[config.mk]
export PLATFORM = sky130hd
export DESIGN_NAME = positional_list_engine_unit_flat
export DESIGN_NICKNAME = d
export VERILOG_FILES = /design/src/hdl/ple_pkg.sv /design/src/hdl/ple_if.sv /design/src/hdl/positional_list_engine_unit.sv /design/src/flat_wrapper.sv
export SDC_FILE = /design/constraint.sdc
export NUM_CORES = 1
export LEC_CHECK = 0
export BUFFER_PORTS_ARGS = -buffer_cell sky130_fd_sc_hd__buf_2
export CORE_MARGIN = 1.5
export CORE_UTILIZATION = 40
export DETAILED_ROUTE_END_ITERATION = 8
export HOLD_SLACK_MARGIN = 0.02
export PLACE_DENSITY = 0.73
export RECOVER_POWER = 25
export SLEW_MARGIN = 40
export SYNTH_ARGS = -nofsm -noshare
export SYNTH_HDL_FRONTEND = slang
export SYNTH_SLANG_ARGS = --single-unit
[constraint.sdc]
create_clock -name clock -period 3.8 [get_ports clock]
set_input_delay 0.38 -clock clock [delete_from_list [all_inputs] [get_ports clock]]
set_output_delay 0.38 -clock clock [all_outputs]
set_load 0.02 [all_outputs]
[src/hdl/ple_pkg.sv]
// ----------------------------------------------------------------------------
// Positional list engine package
// Field widths, request and status codes, and default sizes shared by the
// interfaces, the engine and its checker.
// ----------------------------------------------------------------------------
package ple_pkg;

   // Fixed widths of the transaction fields.
   localparam int REQ_TYPE_W = 3;
   localparam int VALUE_W    = 32;
   localparam int POSITION_W = 5;
   localparam int STATUS_W   = 2;
   localparam int LENGTH_W   = 5;

   // Widest entry word supported; values are sign-extended to this first.
   localparam int WORD_MAX_W = 64;

   // Defaults for the top-level parameters.
   localparam int DEPTH_DEFAULT      = 16;
   localparam int DATA_WIDTH_DEFAULT = 32;

   typedef logic [REQ_TYPE_W-1:0] op_type;
   typedef logic [STATUS_W-1:0]   status_type;

   // Request codes.
   localparam op_type OP_INSERT_FRONT = 3'd0;
   localparam op_type OP_INSERT_BACK  = 3'd1;
   localparam op_type OP_INSERT_AT    = 3'd2;
   localparam op_type OP_DELETE_FRONT = 3'd3;
   localparam op_type OP_DELETE_BACK  = 3'd4;
   localparam op_type OP_DELETE_AT    = 3'd5;

   // Status codes.
   localparam status_type STAT_OK      = 2'd0;
   localparam status_type STAT_FULL    = 2'd1;
   localparam status_type STAT_EMPTY   = 2'd2;
   localparam status_type STAT_BAD_POS = 2'd3;

endpackage

[src/hdl/ple_if.sv]
// ----------------------------------------------------------------------------
// Positional list engine channels
// Valid/ready request and response channels with source and sink modports.
// ----------------------------------------------------------------------------
interface ple_req_if;
   logic                                valid;
   logic                                ready;
   logic [ple_pkg::REQ_TYPE_W-1:0]      req_type;
   logic signed [ple_pkg::VALUE_W-1:0]  value;
   logic [ple_pkg::POSITION_W-1:0]      position;

   modport source (output valid, output req_type, output value, output position,
                   input ready);
   modport sink   (input valid, input req_type, input value, input position,
                   output ready);
endinterface

interface ple_rsp_if;
   logic                            valid;
   logic                            ready;
   logic [ple_pkg::STATUS_W-1:0]    status;
   logic [ple_pkg::LENGTH_W-1:0]    length;

   modport source (output valid, output status, output length, input ready);
   modport sink   (input valid, input status, input length, output ready);
endinterface

[src/hdl/positional_list_engine_unit.sv]
// ----------------------------------------------------------------------------
// Positional list engine
// An ordered list of up to DEPTH signed words, held in registers that shift
// in parallel, with insert and delete at the front, the back or a position.
// ----------------------------------------------------------------------------
//
//   Channel   Direction  Contents
//   --------  ---------  ------------------------------------------------
//   req_port  in         req_type, value, position
//   rsp_port  out        status, length (one response per request)
//
// Each request is accepted, evaluated against the stored
// count and entries, and its response is loaded into the response register
// at the same clock edge. A new request is taken every cycle as long as the
// response register is empty or is being drained in that cycle.
// Reset is synchronous and active high; it empties the list and the response
// register. Entry contents are not reset, since an entry is only meaningful
// once written. A stalled response holds and blocks new requests.
//
module positional_list_engine_unit #(
   parameter int DEPTH      = ple_pkg::DEPTH_DEFAULT,
   parameter int DATA_WIDTH = ple_pkg::DATA_WIDTH_DEFAULT
) (
   input  logic      clock,
   input  logic      reset,
   ple_req_if.sink   req_port,
   ple_rsp_if.source rsp_port
);

   // The count must hold DEPTH itself.
   localparam int CNT_W = $clog2(DEPTH + 1);
   // Width used for position arithmetic and for widening the count to the
   // length field.
   localparam int EXT_W = (CNT_W > ple_pkg::POSITION_W) ? CNT_W : ple_pkg::POSITION_W;
   localparam int CMP_W = EXT_W + 1;

   // List storage. Entry 0 is the front of the list.
   logic [DATA_WIDTH-1:0] entries_ff [DEPTH];
   logic [DATA_WIDTH-1:0] entries_in [DEPTH];
   logic [CNT_W-1:0]      cnt_ff;
   logic [CNT_W-1:0]      cnt_in;

   // Response register.
   logic                          rsp_valid_ff;
   logic [ple_pkg::STATUS_W-1:0]  status_ff;
   logic [ple_pkg::STATUS_W-1:0]  status_in;
   logic [ple_pkg::LENGTH_W-1:0]  length_ff;
   logic [ple_pkg::LENGTH_W-1:0]  length_in;

   logic                          req_accept;
   logic                          list_full;
   logic                          list_empty;
   logic                          do_ins;
   logic                          do_del;
   logic [CMP_W-1:0]              cnt_ext;
   logic [CMP_W-1:0]              pos_ext;
   logic [CMP_W-1:0]              slot;
   logic                          ins_pos_ok;
   logic                          del_pos_ok;
   logic [ple_pkg::WORD_MAX_W-1:0] value_wide;
   logic [DATA_WIDTH-1:0]         word;
   logic [EXT_W-1:0]              cnt_in_ext;

   // The response register can take a new transaction whenever it is empty
   // or its current transaction leaves in this cycle.
   assign req_port.ready = !rsp_valid_ff || rsp_port.ready;
   assign req_accept     = req_port.valid && req_port.ready;

   assign rsp_port.valid  = rsp_valid_ff;
   assign rsp_port.status = status_ff;
   assign rsp_port.length = length_ff;

   assign list_full  = (cnt_ff == CNT_W'(DEPTH));
   assign list_empty = (cnt_ff == '0);

   assign cnt_ext = CMP_W'(cnt_ff);
   assign pos_ext = CMP_W'(req_port.position);

   // Insert at accepts positions 1 through count+1; delete at accepts
   // positions 1 through count.
   assign ins_pos_ok = (pos_ext != '0) && (pos_ext <= cnt_ext + CMP_W'(1));
   assign del_pos_ok = (pos_ext != '0) && (pos_ext <= cnt_ext);

   // The incoming word is sign-extended and then cut to the entry width.
   assign value_wide = {{(ple_pkg::WORD_MAX_W - ple_pkg::VALUE_W){req_port.value[ple_pkg::VALUE_W-1]}},
                        req_port.value};
   assign word       = value_wide[DATA_WIDTH-1:0];

   // Decode the request into an insert or delete at a zero-based slot and a
   // status. Full and empty checks take priority over the position check.
   always_comb begin
      do_ins    = 1'b0;
      do_del    = 1'b0;
      slot      = '0;
      status_in = ple_pkg::STAT_OK;
      case (req_port.req_type)
         ple_pkg::OP_INSERT_FRONT: begin
            if (list_full) begin
               status_in = ple_pkg::STAT_FULL;
            end else begin
               do_ins = 1'b1;
            end
         end
         ple_pkg::OP_INSERT_BACK: begin
            if (list_full) begin
               status_in = ple_pkg::STAT_FULL;
            end else begin
               do_ins = 1'b1;
               slot   = cnt_ext;
            end
         end
         ple_pkg::OP_INSERT_AT: begin
            if (list_full) begin
               status_in = ple_pkg::STAT_FULL;
            end else if (ins_pos_ok) begin
               do_ins = 1'b1;
               slot   = pos_ext - CMP_W'(1);
            end else begin
               status_in = ple_pkg::STAT_BAD_POS;
            end
         end
         ple_pkg::OP_DELETE_FRONT: begin
            if (list_empty) begin
               status_in = ple_pkg::STAT_EMPTY;
            end else begin
               do_del = 1'b1;
            end
         end
         ple_pkg::OP_DELETE_BACK: begin
            if (list_empty) begin
               status_in = ple_pkg::STAT_EMPTY;
            end else begin
               do_del = 1'b1;
               slot   = cnt_ext - CMP_W'(1);
            end
         end
         ple_pkg::OP_DELETE_AT: begin
            if (list_empty) begin
               status_in = ple_pkg::STAT_EMPTY;
            end else if (del_pos_ok) begin
               do_del = 1'b1;
               slot   = pos_ext - CMP_W'(1);
            end else begin
               status_in = ple_pkg::STAT_BAD_POS;
            end
         end
         default: begin
            // Unused request codes leave the list alone and report success.
            status_in = ple_pkg::STAT_OK;
         end
      endcase
   end

   // New count and the reported length, which is the count cut to the
   // length field.
   always_comb begin
      cnt_in = cnt_ff;
      if (do_ins) begin
         cnt_in = cnt_ff + CNT_W'(1);
      end else if (do_del) begin
         cnt_in = cnt_ff - CNT_W'(1);
      end
   end

   assign cnt_in_ext = EXT_W'(cnt_in);
   assign length_in  = cnt_in_ext[ple_pkg::LENGTH_W-1:0];

   // Every entry picks its next value independently: it keeps its word, takes
   // the new word, takes its front neighbor's word on insert (shift toward the
   // back) or its back neighbor's word on delete (shift toward the front).
   // Words moved into slots past the end of the list are never observed.
   always_comb begin
      for (int i = 0; i < DEPTH; i++) begin
         entries_in[i] = entries_ff[i];
      end
      if (do_ins) begin
         for (int i = 0; i < DEPTH; i++) begin
            if (CMP_W'(i) == slot) begin
               entries_in[i] = word;
            end
         end
         for (int i = 1; i < DEPTH; i++) begin
            if (CMP_W'(i) > slot) begin
               entries_in[i] = entries_ff[i-1];
            end
         end
      end else if (do_del) begin
         for (int i = 0; i < DEPTH - 1; i++) begin
            if (CMP_W'(i) >= slot) begin
               entries_in[i] = entries_ff[i+1];
            end
         end
      end
   end

   always_ff @(posedge clock) begin
      if (req_accept) begin
         entries_ff <= entries_in;
         status_ff  <= status_in;
         length_ff  <= length_in;
      end
   end

   always_ff @(posedge clock) begin
      if (reset) begin
         cnt_ff       <= '0;
         rsp_valid_ff <= 1'b0;
      end else begin
         if (req_accept) begin
            cnt_ff <= cnt_in;
         end
         if (req_accept) begin
            rsp_valid_ff <= 1'b1;
         end else if (rsp_port.ready) begin
            rsp_valid_ff <= 1'b0;
         end
      end
   end

endmodule

[src/flat_wrapper.sv]
// flat-port wrapper written by rule: the top's interface ports become plain ports
module positional_list_engine_unit_flat 
#(
   parameter int DEPTH      = ple_pkg::DEPTH_DEFAULT,
   parameter int DATA_WIDTH = ple_pkg::DATA_WIDTH_DEFAULT
)
  (clock, reset, req_port_valid, req_port_req_type, req_port_value, req_port_position, req_port_ready, rsp_port_valid, rsp_port_status, rsp_port_length, rsp_port_ready);
  ple_req_if req_port_i ();
  ple_rsp_if rsp_port_i ();
  input  logic clock;
  input  logic reset;
  input wire logic [$bits(req_port_i.valid)-1:0] req_port_valid;
  input wire logic [$bits(req_port_i.req_type)-1:0] req_port_req_type;
  input wire logic [$bits(req_port_i.value)-1:0] req_port_value;
  input wire logic [$bits(req_port_i.position)-1:0] req_port_position;
  output wire logic [$bits(req_port_i.ready)-1:0] req_port_ready;
  output wire logic [$bits(rsp_port_i.valid)-1:0] rsp_port_valid;
  output wire logic [$bits(rsp_port_i.status)-1:0] rsp_port_status;
  output wire logic [$bits(rsp_port_i.length)-1:0] rsp_port_length;
  input wire logic [$bits(rsp_port_i.ready)-1:0] rsp_port_ready;
  assign req_port_i.valid = req_port_valid;
  assign req_port_i.req_type = req_port_req_type;
  assign req_port_i.value = req_port_value;
  assign req_port_i.position = req_port_position;
  assign req_port_ready = req_port_i.ready;
  assign rsp_port_valid = rsp_port_i.valid;
  assign rsp_port_status = rsp_port_i.status;
  assign rsp_port_length = rsp_port_i.length;
  assign rsp_port_i.ready = rsp_port_ready;
  positional_list_engine_unit #(.DEPTH(DEPTH), .DATA_WIDTH(DATA_WIDTH)) u_core (.clock(clock), .reset(reset), .req_port(req_port_i), .rsp_port(rsp_port_i));
endmodule
==> metrics.txt <==
largest net degree at the start of global routing=14; Syn Area/Cell=8.36 um^2; layout cells sized above 1=15.1%; diode count=0; CP Launch Type=flip-flop; Starting Density=43.4%; DRC=0; register share of total power=40.6%; critical path peak fanout=13; Die Span Y=55.3 um; H-tree lvl count=1; # hold bufs at CTS=0; register area share after synthesis=30.2%; Slew @ Worst Pin=505 ps; leakage power=0.000511 uW; largest cells by area after synthesis=edfxtp_1 (19%), ha_1 (14%), dfxtp_1 (11%); Comb pwr share=40.5%; post-synth top area share=19.2%; # setup viols final=0; Seq cells post-synth=13; overall power=445 uW; Post-Syn Nets=187; Final Wtd Congestion=0.868; Final min period=3070 ps; CTS tree=built; count leader, synth=nand2_1; Synth Cell Area=1090 um^2; vias in the first global route=1006; routed wire length=2380 um; fmax=0.326 GHz; critical path type=reg -> reg; status=finished, final reports clean; gr usage total=17.1%; initial antenna violation count=0; DIE AREA=3060 um^2; NetSw=165 uW; Synth cell types=44; Syn Inst Count=131; grt total ovfl=0; final net count=209; Power Density=360 nW/um^2; maximum clock path buffer count=2; Setup TNS Final=0 ps; synthesis-to-finish area growth=12.8%; clock skew=5.80 ps; clk root buf=clkbuf_4; VDD IR max=0.258 mV; worst-skew pair later-pin latency=270 ps; Rel. slew slack=66.4%; Pint=280 uW; Clock power frac=18.9%; crit end category=flip-flop; max cap viols=0; Inserted Clock Buffers=3; Sw Ratio=37.1%; chip width=55.3 um; Vias per Instance=5.59; pins over their slew limit=0; post-synth top area cell=edfxtp_1; Post-CTS Setup Bufs=0; RSZ-0062 raised after global routing=false; most instantiated cells after synthesis=nand2_1 (14), ha_1 (12), a21oi_1 (11); EDFF count, synth=7; arrival time at the worst endpoint=3110 ps; Post-synth ARST share=0%; number of synthesis warnings=0; antenna-violating nets left=0; HP Class=in -> reg; Starting DRT DRC Count=47; final hold vios=0; Req. time, crit path=3840 ps; first-pass GRT wire length=4310 um; predominant post-synthesis flop cell=edfxtp_1; final cycle utilization of the critical path=80.7%; clock-pin slew on the worst setup and hold paths=80 ps; post-cts gate resize count=0; Pre-Repair DR Iteration Count=4; DR vias=1018; IO Count=53; Core Footprint=2520 um^2; count of input and output buffers=20; Final HPWL DP=1900 um; row count=18; CTS Sinks=13; WL per Instance=13.1 um
[worst max-delay path, stage by stage, from the launching register on]
cell and delay, ps:
dfxtp_1 430, ha_1 260, nand3_1 110, xnor2_1 200, ha_1 340, nand3_1 110, o21bai_1 160, a31o_2 270
a21oi_2 430, or2_1 210, o22ai_1 100, a31o_1 200
[path summary, 6_finish.rpt]
check	from	slack (ps)	cells after the start	endpoint
worst max-delay path	u_core.cnt_ff[1]	730	11	u_core.rsp_port.length[3]
worst min register to register	u_core.rsp_port.valid	530	2	u_core.rsp_port.valid
worst min-delay path	req_port_valid	340	3	u_core.rsp_port.valid
worst max register to register	u_core.cnt_ff[1]	730	11	u_core.rsp_port.length[3]
[cells in the final DEF, fill, tap and decap left out, types with 6 or more instances in the layout]
cell and count:
ha_1 12, dfxtp_1 6, inv_1 9, buf_2 14, clkbuf_1 7, a21oi_1 11, nand3_1 6, edfxtp_1 7
nor2_1 8, nand2_1 14, o21ai_0 8
[through the flow]
stage               setup WS [ps]  utilization, %  instance area (um^2)  instances  hold WS, ps
floorplan                    1360               -                  1090        131          506
global placement              838            48.2                  1220        178          498
detailed placement            786            48.2                  1220        178          514
CTS                           775            49.3                  1240        182          340
global route                  473            49.0                  1230        182          323
finish                        733            49.0                  1230        182          341
[sequential cells by signal, summed over array words and instances, names as in the netlist]
signal,count
u_core.cnt_ff,5
u_core.rsp_port.status,2
u_core.rsp_port.valid,1
u_core.rsp_port.length,5
[cells by family (layout without fill, tap and decap cells)]
| group | Yosys count | count (layout) | share of synthesized area, % |
|---|---|---|---|
| flip-flops | 13 | 13 | 30.2 |
| adder cells (fa/ha/maj) | 12 | 12 | 13.7 |
| XOR/XNOR | 4 | 4 | 3.20 |
| AND/OR/NAND/NOR | 48 | 48 | 22.9 |
| multiplexers | 1 | 1 | 1.03 |
| buffers and inverters | 13 | 34 | 4.91 |
| AO/OA/AOI/OAI | 40 | 40 | 24.1 |
[layer usage]
metal,up-vias,share of wire [%],track usage (%)
met3,4,4.4,4.45
met1,468,44,21.9
met5,-,0,0
met2,29,51,27.7
li1,517,-,-
met4,0,1.1,6.27
[power by group through the flow]
stage	clock network [uW]	registers [uW]	logic [uW]
finish	84.2	181	180
global route	97.5	182	204
CTS	86.8	180	182
detailed placement	0	183	181
global placement	0	183	173
floorplan	0	194	124
[final cells by class]
cell class | count | area (um^2)
clock buffer | 4 | 26.3
fill | 252 | 1290
inverter | 10 | 37.5
multi-input combinational | 105 | 711
sequential | 13 | 330
tap | 30 | 37.5
timing repair buffer | 20 | 92.6
(Power assumes the default switching activity.)
